**src/rtl/dtwf_pkg.sv**
```systemverilog
// Shared constants and types for the dual touch weighted filter detector.
// Holds the filter size, reciprocal constants and the stage-advance struct.
// No dependencies.
package dtwf_pkg;

	// Filter size: newest sample weight is 2^(TAPS-1), oldest is 1
	localparam int TAPS       = 4;
	localparam int HIST_DEPTH = TAPS - 1;

	localparam int SAMPLE_W = 16;
	localparam int TIME_W   = 32;
	localparam int STAMP_W  = 23;

	localparam logic [SAMPLE_W-1:0] THRESH_RESET = 16'd2000;

	// Weighted sum plus rounding offset fits in SUM_W bits
	localparam int SUM_W = SAMPLE_W + TAPS;
	localparam longint unsigned DIV = (64'd1 << TAPS) - 64'd1;
	localparam longint unsigned RND = (64'd1 << (TAPS - 1)) - 64'd1;

	// floor(n / DIV) = (n * RECIP_M) >> RECIP_SH for n < 2^SUM_W
	localparam int RECIP_SH = SAMPLE_W + 2 * TAPS;
	localparam int RECIP_W  = SAMPLE_W + TAPS + 1;
	localparam longint unsigned RECIP_M = ((64'd1 << RECIP_SH) + DIV - 64'd1) / DIV;
	localparam int FPROD_W  = SUM_W + RECIP_W;

	// ms to s: floor(t / 1000) = floor((t >> 3) / 125)
	localparam int MS_SHIFT   = 3;
	localparam int MS_DIV     = 125;
	localparam int TQ_W       = TIME_W - MS_SHIFT;
	localparam int SEC_SH     = 36;
	localparam int SEC_M_W    = 30;
	localparam longint unsigned SEC_M = ((64'd1 << SEC_SH) + MS_DIV - 1) / MS_DIV;
	localparam int SPROD_W    = TQ_W + SEC_M_W;

	// Per-stage load enables from the pipeline control
	typedef struct packed {
		logic en_s1;
		logic en_s2;
		logic en_s3;
	} adv_t;

endpackage

```
**src/rtl/dual_touch_weighted_filter_detect.sv**
```systemverilog
// Dual-electrode touch detector. Every input transaction carries a right and
// a left capacitive sample plus a millisecond timestamp and yields exactly one
// output transaction, in order. Each side runs in its own lane through a
// binary-weighted moving average over the newest sample and TAPS-1 older ones
// (newest weight 2^(TAPS-1), halving to 1), divided by 2^TAPS-1 and rounded to
// nearest. The merge stage flags contact when both filtered values are strictly
// above the threshold, reports the smaller filtered value, and passes the
// timestamp converted to whole seconds. Histories reset to 2000; a threshold
// write changes only later compares and never refills them. Throughput is one
// transaction per clock unless m_tready stalls the output. An accepted input
// passes three pipeline registers (weighted sum, reciprocal multiply, merge/output
// register) to output valid. Each stage holds only while the one after it is
// full and stalled, so input is still taken while a result waits.
// Configuration: write the threshold only while the block is idle.
module dual_touch_weighted_filter_detect (
	input  logic        clk,
	input  logic        arst_n,
	// Input stream
	input  logic        s_tvalid,
	output logic        s_tready,
	input  logic [63:0] s_tdata,   // [15:0] right_sample, [31:16] left_sample, [63:32] time_ms
	// Output stream
	output logic        m_tvalid,
	input  logic        m_tready,
	output logic [39:0] m_tdata,   // [0] touched, [16:1] level, [39:17] stamp_sec
	// Threshold register write
	input  logic        cfg_valid,
	output logic        cfg_ready,
	input  logic [15:0] cfg_data
);

	logic [dtwf_pkg::SAMPLE_W-1:0] threshold_q;
	logic                          valid_s1;
	logic                          valid_s2;
	logic                          valid_s3;
	logic                          rdy_s2;
	logic                          rdy_s3;
	dtwf_pkg::adv_t                adv;

	logic [dtwf_pkg::SAMPLE_W-1:0] filt_r;
	logic [dtwf_pkg::SAMPLE_W-1:0] filt_l;
	logic [dtwf_pkg::STAMP_W-1:0]  stamp_mid;
	logic                          touched;
	logic [dtwf_pkg::SAMPLE_W-1:0] level;
	logic [dtwf_pkg::STAMP_W-1:0]  stamp_sec;

	// Threshold register: always ready, new value affects later compares only
	assign cfg_ready = 1'b1;

	always_ff @(posedge clk or negedge arst_n) begin
		if (!arst_n) begin
			threshold_q <= dtwf_pkg::THRESH_RESET;
		end else if (cfg_valid) begin
			threshold_q <= cfg_data;
		end
	end

	// Pipeline control: a stage can load when empty or when the next one drains
	assign rdy_s3   = !valid_s3 || m_tready;
	assign rdy_s2   = !valid_s2 || rdy_s3;
	assign s_tready = !valid_s1 || rdy_s2;

	assign adv.en_s1 = s_tvalid && s_tready;
	assign adv.en_s2 = valid_s1 && rdy_s2;
	assign adv.en_s3 = valid_s2 && rdy_s3;

	always_ff @(posedge clk or negedge arst_n) begin
		if (!arst_n) begin
			valid_s1 <= 1'b0;
			valid_s2 <= 1'b0;
			valid_s3 <= 1'b0;
		end else begin
			if (s_tready) begin
				valid_s1 <= s_tvalid;
			end
			if (rdy_s2) begin
				valid_s2 <= valid_s1;
			end
			if (rdy_s3) begin
				valid_s3 <= valid_s2;
			end
		end
	end

	// Right and left filter lanes
	dtwf_lane u_lane_r (
		.clk    (clk),
		.arst_n (arst_n),
		.adv    (adv),
		.sample (s_tdata[15:0]),
		.filt   (filt_r)
	);

	dtwf_lane u_lane_l (
		.clk    (clk),
		.arst_n (arst_n),
		.adv    (adv),
		.sample (s_tdata[31:16]),
		.filt   (filt_l)
	);

	// Timestamp conversion, aligned with the lanes
	dtwf_sec u_sec (
		.clk       (clk),
		.adv       (adv),
		.time_ms   (s_tdata[63:32]),
		.stamp_sec (stamp_mid)
	);

	// Compare, minimum and output register
	dtwf_merge u_merge (
		.clk       (clk),
		.adv       (adv),
		.filt_r    (filt_r),
		.filt_l    (filt_l),
		.threshold (threshold_q),
		.stamp_in  (stamp_mid),
		.touched   (touched),
		.level     (level),
		.stamp_sec (stamp_sec)
	);

	assign m_tvalid = valid_s3;
	assign m_tdata  = {stamp_sec, level, touched};

	// Input back-pressure only when the whole pipeline is full and stalled
	a_full_stall: assert property (@(posedge clk) disable iff (!arst_n)
		!s_tready |-> (valid_s1 && valid_s2 && valid_s3 && !m_tready))
		else $error("input stalled with room in the pipeline");

	// A full middle stage that cannot drain keeps its transaction
	a_s2_hold: assert property (@(posedge clk) disable iff (!arst_n)
		(valid_s2 && !rdy_s3) |=> valid_s2)
		else $error("stage 2 transaction dropped under stall");

	// Contact implies the reported minimum level is above threshold
	a_touch_level: assert property (@(posedge clk) disable iff (!arst_n)
		(m_tvalid && touched && !$past(cfg_valid)) |-> (level > threshold_q))
		else $error("touched set with level not above threshold");

	// Seconds never exceed the full-scale millisecond count / 1000
	a_stamp_range: assert property (@(posedge clk) disable iff (!arst_n)
		m_tvalid |-> (stamp_sec <= 23'd4294967))
		else $error("stamp_sec out of range");

endmodule

```
**src/rtl/dtwf_lane.sv**
```systemverilog
// One filter lane: sample history, binary-weighted sum and divide by 2^TAPS-1.
// Uses dtwf_pkg for sizes, reciprocal constant and the adv_t struct.
module dtwf_lane (
	input  logic                            clk,
	input  logic                            arst_n,
	input  dtwf_pkg::adv_t                  adv,
	input  logic [dtwf_pkg::SAMPLE_W-1:0]   sample,
	output logic [dtwf_pkg::SAMPLE_W-1:0]   filt
);

	logic [dtwf_pkg::SAMPLE_W-1:0] hist_q [dtwf_pkg::HIST_DEPTH];
	logic [dtwf_pkg::SUM_W-1:0]    sum;
	logic [dtwf_pkg::SUM_W-1:0]    sum_s1;
	logic [dtwf_pkg::FPROD_W-1:0]  prod;
	logic [dtwf_pkg::SAMPLE_W-1:0] filt_s2;

	// Index 0 is the oldest sample; shift on every accepted transaction
	always_ff @(posedge clk or negedge arst_n) begin
		if (!arst_n) begin
			for (int i = 0; i < dtwf_pkg::HIST_DEPTH; i++) begin
				hist_q[i] <= dtwf_pkg::THRESH_RESET;
			end
		end else if (adv.en_s1) begin
			for (int i = 0; i < dtwf_pkg::HIST_DEPTH - 1; i++) begin
				hist_q[i] <= hist_q[i + 1];
			end
			hist_q[dtwf_pkg::HIST_DEPTH-1] <= sample;
		end
	end

	// Rounding offset folded in: floor((sum + RND) / DIV)
	always_comb begin
		sum = (dtwf_pkg::SUM_W'(sample) << dtwf_pkg::HIST_DEPTH)
			+ dtwf_pkg::SUM_W'(dtwf_pkg::RND);
		for (int i = 0; i < dtwf_pkg::HIST_DEPTH; i++) begin
			sum = sum + (dtwf_pkg::SUM_W'(hist_q[i]) << i);
		end
	end

	always_ff @(posedge clk) begin
		if (adv.en_s1) begin
			sum_s1 <= sum;
		end
	end

	assign prod = dtwf_pkg::FPROD_W'(sum_s1)
		* dtwf_pkg::FPROD_W'(dtwf_pkg::RECIP_M[dtwf_pkg::RECIP_W-1:0]);

	always_ff @(posedge clk) begin
		if (adv.en_s2) begin
			filt_s2 <= prod[dtwf_pkg::RECIP_SH +: dtwf_pkg::SAMPLE_W];
		end
	end

	assign filt = filt_s2;

endmodule

```
**src/rtl/dtwf_sec.sv**
```systemverilog
// Timestamp path: milliseconds to whole seconds by reciprocal multiply.
// Uses dtwf_pkg for widths, reciprocal constant and the adv_t struct.
module dtwf_sec (
	input  logic                           clk,
	input  dtwf_pkg::adv_t                 adv,
	input  logic [dtwf_pkg::TIME_W-1:0]    time_ms,
	output logic [dtwf_pkg::STAMP_W-1:0]   stamp_sec
);

	logic [dtwf_pkg::TQ_W-1:0]    tq_s1;
	logic [dtwf_pkg::SPROD_W-1:0] prod;
	logic [dtwf_pkg::STAMP_W-1:0] stamp_s2;

	always_ff @(posedge clk) begin
		if (adv.en_s1) begin
			tq_s1 <= time_ms[dtwf_pkg::TIME_W-1:dtwf_pkg::MS_SHIFT];
		end
	end

	assign prod = dtwf_pkg::SPROD_W'(tq_s1)
		* dtwf_pkg::SPROD_W'(dtwf_pkg::SEC_M[dtwf_pkg::SEC_M_W-1:0]);

	always_ff @(posedge clk) begin
		if (adv.en_s2) begin
			stamp_s2 <= prod[dtwf_pkg::SEC_SH +: dtwf_pkg::STAMP_W];
		end
	end

	assign stamp_sec = stamp_s2;

endmodule

```
**src/rtl/dtwf_merge.sv**
```systemverilog
// Merge stage: threshold compare of both lanes, minimum level, output register.
// Uses dtwf_pkg for widths and the adv_t struct.
module dtwf_merge (
	input  logic                           clk,
	input  dtwf_pkg::adv_t                 adv,
	input  logic [dtwf_pkg::SAMPLE_W-1:0]  filt_r,
	input  logic [dtwf_pkg::SAMPLE_W-1:0]  filt_l,
	input  logic [dtwf_pkg::SAMPLE_W-1:0]  threshold,
	input  logic [dtwf_pkg::STAMP_W-1:0]   stamp_in,
	output logic                           touched,
	output logic [dtwf_pkg::SAMPLE_W-1:0]  level,
	output logic [dtwf_pkg::STAMP_W-1:0]   stamp_sec
);

	logic                          touched_s3;
	logic [dtwf_pkg::SAMPLE_W-1:0] level_s3;
	logic [dtwf_pkg::STAMP_W-1:0]  stamp_s3;

	always_ff @(posedge clk) begin
		if (adv.en_s3) begin
			touched_s3 <= (filt_r > threshold) && (filt_l > threshold);
			level_s3   <= (filt_r < filt_l) ? filt_r : filt_l;
			stamp_s3   <= stamp_in;
		end
	end

	assign touched   = touched_s3;
	assign level     = level_s3;
	assign stamp_sec = stamp_s3;

endmodule

```
**config.mk**
```make
export PLATFORM = sky130hd
export DESIGN_NAME = dual_touch_weighted_filter_detect
export DESIGN_NICKNAME = d
export VERILOG_FILES = /design/src/rtl/dtwf_pkg.sv /design/src/rtl/dual_touch_weighted_filter_detect.sv /design/src/rtl/dtwf_lane.sv /design/src/rtl/dtwf_sec.sv /design/src/rtl/dtwf_merge.sv
export SDC_FILE = /design/constraint.sdc
export NUM_CORES = 2
export LEC_CHECK = 0
export ABC_AREA = 1
export BUFFER_PORTS_ARGS = -buffer_cell sky130_fd_sc_hd__buf_4
export CORE_MARGIN = 1
export CORE_UTILIZATION = 35
export CTS_CLUSTER_DIAMETER = 80
export CTS_CLUSTER_SIZE = 30
export DETAILED_ROUTE_END_ITERATION = 8
export GPL_TIMING_DRIVEN = 0
export HOLD_SLACK_MARGIN = 0.06
export PLACE_DENSITY = 0.52
export SLEW_MARGIN = 10
export SYNTH_ARGS = -nofsm -noshare
export SYNTH_HDL_FRONTEND = slang
export SYNTH_SLANG_ARGS = --single-unit
```
**constraint.sdc**
```tcl
create_clock -name clk -period 15.4 [get_ports clk]
set_input_delay 3.08 -clock clk [delete_from_list [all_inputs] [get_ports clk]]
set_output_delay 3.08 -clock clk [all_outputs]
set_load 0.02 [all_outputs]
```
# Word-level counts from Yosys, hierarchy flattened
# Index checks and enable logic that the tools add are counted.
[word_totals]
regBits = 279
out_inout_bits = 43
wordCells = 44
[op_classes]
addsub = 8
n_mul = 3
order_cmp = 3
muxes = 1
n_reduce_logical = 10
[op_table]
columns = ["cell", "n"]
rows = [
  ["$mul 20x20->39 const B", 2],
  ["$mul 29x29->58 const B", 1],
  ["$add 19x3->20 const B", 2],
  ["$add 20x16->20", 2],
  ["$add 20x17->20", 2],
  ["$add 20x18->20", 2],
  ["$gt 16x16->1", 2],
  ["$lt 16x16->1", 1],
  ["$mux 16", 1],
  ["$logic_and 1x1->1", 4],
  ["$logic_not 1->1", 3],
  ["$logic_or 1x1->1", 3],
]

# Logic depth before layout (Yosys ltp)
[logic_depth]
word_depth = 5
mapped_depth = 29
ltp_nobuf = 29

# By module
# A second synthesis with hierarchy kept.
[unflattened]
cells_unflattened = 4374
area_unflattened_um2 = 37760.0
[by_module_without_submodules]
columns = ["mod", "n_inst", "cells_each", "area_per_inst_um2"]
rows = [
  ["dtwf_lane", 2, 968, 8663.3],
  ["dtwf_sec", 1, 2079, 16941.2],
  ["dtwf_merge", 1, 272, 2683.8],
  ["dual_touch_weighted_filter_detect", 1, 87, 808.3],
]

# Least setup slack after synthesis
# OpenSTA, ideal clock, no wires.
[synth_path]
kind = "input to output"
start = "in m_tready"
end = "out s_tready"
arrival_ns = 3.450
t_required_ns = 12.320
path_slack_ns = 8.870
stages = 4
cell_sequence = "inv_1 -> nand2_1 -> nor2_2 -> nand2_1"
[synth_between]
elab_chain_cells = 3
[synth_lines]
columns = ["item", "line", "text"]
rows = [
  ["start: declaration", "dual_touch_weighted_filter_detect.sv:24", "input logic m_tready,"],
  ["$logic_or 1x1->1", "dual_touch_weighted_filter_detect.sv:59", "assign rdy_s3 = !valid_s3 || m_tready;"],
  ["$logic_or 1x1->1", "dual_touch_weighted_filter_detect.sv:60", "assign rdy_s2 = !valid_s2 || rdy_s3;"],
  ["$logic_or 1x1->1", "dual_touch_weighted_filter_detect.sv:61", "assign s_tready = !valid_s1 || rdy_s2;"],
  ["end: declaration", "dual_touch_weighted_filter_detect.sv:20", "output logic s_tready,"],
]
# Every way passes these cells.

# Final worst setup path
[layout_path]
start = "reg u_sec.tq_s1[10] (netlist bit)"
end = "reg u_sec.stamp_s2 (netlist bit u_sec.stamp_sec[21]) (data pin)"
[layout_between]
elab_chain_cells = 1
[layout_lines]
columns = ["item", "line", "text"]
rows = [
  ["start: declaration", "dtwf_sec.sv:10", "logic [dtwf_pkg::TQ_W-1:0] tq_s1;"],
  ["start signal: assignment", "dtwf_sec.sv:16", "tq_s1 <= time_ms[dtwf_pkg::TIME_W-1:dtwf_pkg::MS_SHIFT];"],
  ["$mul 29x29->58", "dtwf_sec.sv:21", "* dtwf_pkg::SPROD_W'(dtwf_pkg::SEC_M[dtwf_pkg::SEC_M_W-1:0]);"],
  ["via u_sec.prod, one bit", "dtwf_sec.sv:11", "logic [dtwf_pkg::SPROD_W-1:0] prod;"],
  ["end signal: assignment", "dtwf_sec.sv:25", "stamp_s2 <= prod[dtwf_pkg::SEC_SH +: dtwf_pkg::STAMP_W];"],
  ["end: declaration", "dtwf_sec.sv:12", "logic [dtwf_pkg::STAMP_W-1:0] stamp_s2;"],
]
# The timed path passes the listed nets, and every way through them passes these cells.
# A chain may end at the register's enable or synchronous reset.

==> summary.txt <==
Final cycle utilization of the critical path - 45.1%
Routed WL - 100000 um
Port bufs - 123
Worst Path Required - 15.69 ns
Crit end category - flip-flop
Final hold vios - 0
FMAX - 0.144 GHz
Number of flops mapped to enable cells by yosys - 164
Headroom to the max-slew limit - 34.1%
Total number of vias - 27828
Initial Util - 35.4%
Met2 WL - 42900 um
Clk_skew - 0.0556 ns
Synth Cell Area - 37400 um^2
PostCTS Resize Cnt - 0
FF+latch count, synth - 279
H-tree lvl count - 1
Cells after Synth - 4370
TritonCTS clock tree - built
Root buffer cell - clkbuf_16
DR DRC count - 22
Measured slew at the worst slew-check pin - 0.988 ns
Count leader, synth - inv_1
Syn nets - 5571
Post-detail-place hpwl - 86700 um
Final worst path period need - 6.95 ns
Critical Path AT - 7.24 ns
Primary FF master, synth - edfxtp_1
Final Util - 39.0%
Core region area - 106000 um^2
Routed WL per cell - 16.9 um
RSZ-0062 raised after global routing - false
Vias/cell - 4.69
Sequential area share after synthesis - 21.0%
Critical path launch point type - flip-flop
Failing checks - design-rule violations
Remaining antenna violation count - 0
CTS sink cnt - 279
Post-CTS Setup Inserts - 0
Post-Route M1 WL - 51100 um
Slew Limit Fails - 0
# Max-Cap Violations - 0
Ys async rst share - 41.2%
Row cnt - 119
Clk slew on worst S/H paths - 0.10 ns
Final setup fails - 0
Hold Crit Class - reg2reg
Total congestion overflow - 0
Die Span Y - 329 um
Initial antenna violation count - 4
Status - finished with violations
Setup_tns - 0 ns
Synthesis Warnings - 0
Critical Path Fanout Max - 11
CTS Buf Count - 26
Layout cells sized above 1 - 6.78%
# IOs - 128
Die ar. - 108000 um^2
Synth unique cells - 49
Final hold slack - 0.383 ns
Met3 routed WL - 4820 um
Routability cong. - 0.951
CTS Hold Bufs - 0
CTS Buffer Depth - 3
DR iter-0 viols - 1643
First-pass GRT wire length - 159000 um
GRT Util Overall - 18.9%
Die span in x - 329 um
Synth cell count leaders - 1071 x inv_1, 915 x nand2_1, 725 x ha_1
Vias in the first global route - 28206
Later-pin clock latency in the skew report - 0.65 ns
First-pass iteration count of the detailed router - 8
Synth area leader - ha_1
Largest net degree at the start of global routing - 61
Post-layout nets - 5727
Max Used Layer - met4
Crit Path Class - reg2reg
Top-area cell type share of the netlist area - 24.2%
Dominant cells by area after synthesis - ha_1 24%, fa_1 21%, edfxtp_1 13%
Syn_area_per_cell - 8.56 um^2
Area growth from synthesis to layout - 10.1%
[cell usage in the layout (no fill, tap or decap), types with 4 or more instances in the layout]
cell type / netlist / final
clkbuf_16: 0 / 26
nor2_2: 20 / 20
a211oi_1: 4 / 4
inv_1: 1071 / 1070
a21o_1: 14 / 14
dfstp_2: 42 / 42
nand3b_1: 5 / 5
buf_2: 13 / 12
nor2_4: 6 / 6
a21oi_1: 204 / 203
nor3_1: 25 / 25
xnor2_1: 13 / 13
edfxtp_1: 164 / 164
nor3_2: 5 / 5
o21a_1: 9 / 9
buf_16: 0 / 4
clkbuf_1: 9 / 9
a21boi_0: 6 / 6
nor2_1: 206 / 206
nand2_2: 13 / 13
dfrtp_1: 73 / 73
fa_1: 391 / 391
inv_16: 0 / 4
nand3_1: 125 / 125
ha_1: 725 / 725
o21ai_0: 180 / 180
o21bai_1: 19 / 19
o21ai_1: 5 / 5
nand2_1: 915 / 915
buf_4: 5 / 128
a31oi_1: 9 / 9
nand4_1: 28 / 28
xor2_1: 24 / 24
inv_2: 13 / 13
[layout make-up]
cell class | count | area [um^2]
Fill cell | 10908 | 64300
Multi-Input combinational cell | 2977 | 25300
Sequential cell | 279 | 7860
Inverter | 1085 | 4080
Tap cell | 1391 | 1740
Timing Repair Buffer | 128 | 1060
Clock buffer | 27 | 658
Clock inverter | 21 | 320
Buffer | 29 | 161
Antenna cell | 2 | 5.00
[per-stage QoR]
stage | std cells | setup slack [ns] | instance area, um^2
after detailed placement | 5889 | 8.50 | 40200
after floorplan | 4370 | 8.87 | 37400
final | 5939 | 8.45 | 41200
after global routing | 5937 | 8.08 | 41200
after global placement | 5884 | 7.69 | 40100
after CTS | 5937 | 8.46 | 41200
[path summary, 6_finish.rpt]
kind	slack (ns)	depth (start not counted)	from	end
max in group asynchronous	12.16	2	arst_n	u_lane_r.hist_q[42]
worst min-delay path	0.38	0	u_sec.stamp_sec[21]	u_merge.stamp_sec[21]
worst max-delay path	8.45	21	u_sec.tq_s1[10]	u_sec.stamp_sec[21]
worst max register to register	8.45	21	u_sec.tq_s1[10]	u_sec.stamp_sec[21]
min in group asynchronous	2.43	1	arst_n	threshold_q[0]
worst min register to register	0.38	0	u_sec.stamp_sec[21]	u_merge.stamp_sec[21]
[critical path: stages (launching register included)]
cell      delay [ns]
edfxtp_1        0.97
ha_1            0.40
fa_1            0.41
fa_1            0.49
inv_1           0.05
fa_1            0.48
inv_1           0.05
fa_1            0.48
fa_1            0.52
fa_1            0.50
inv_1           0.05
fa_1            0.49
inv_1           0.04
ha_1            0.30
a21oi_1         0.25
o21ai_0         0.17
a21oi_1         0.19
nand3_1         0.25
nand2_1         0.17
nand2_1         0.06
nand2_1         0.05
nand2_1         0.19
[sequential cells by signal, summed over array words and instances, names as in the netlist]
signal             flops
u_sec.stamp_sec       23
u_sec.tq_s1           29
u_merge.stamp_sec     23
valid_s1               1
m_tvalid               1
u_merge.touched        1
u_lane_l.sum_s1       20
u_lane_l.filt         16
u_lane_r.sum_s1       20
valid_s2               1
u_lane_r.filt         16
threshold_q           16
u_lane_r.hist_q       48
u_lane_l.hist_q       48
u_merge.level         16
[per-layer routing]
layer | vias to the layer above | track usage (%)
met2 | 493 | 29.2
li1 | 14033 | -
met4 | 0 | 3.38
met1 | 13219 | 28.3
met5 | - | 0
met3 | 83 | 2.54
[cells by family after synthesis]
logic type               Yosys count  synth area share (%)
AO/OA/AOI/OAI                    464                  6.74
XOR/XNOR                          37                 0.866
adder cells (fa/ha/maj)         1116                  45.2
buffers and inverters           1114                  11.3
flip-flops                       279                  21.0
multiplexers                       1                0.0301
other                              1                0.0100
AND/OR/NAND/NOR                 1358                  14.9
Power is not shown: default switching activity piles up to over one toggle a cycle in this logic, so the estimate is an artifact.
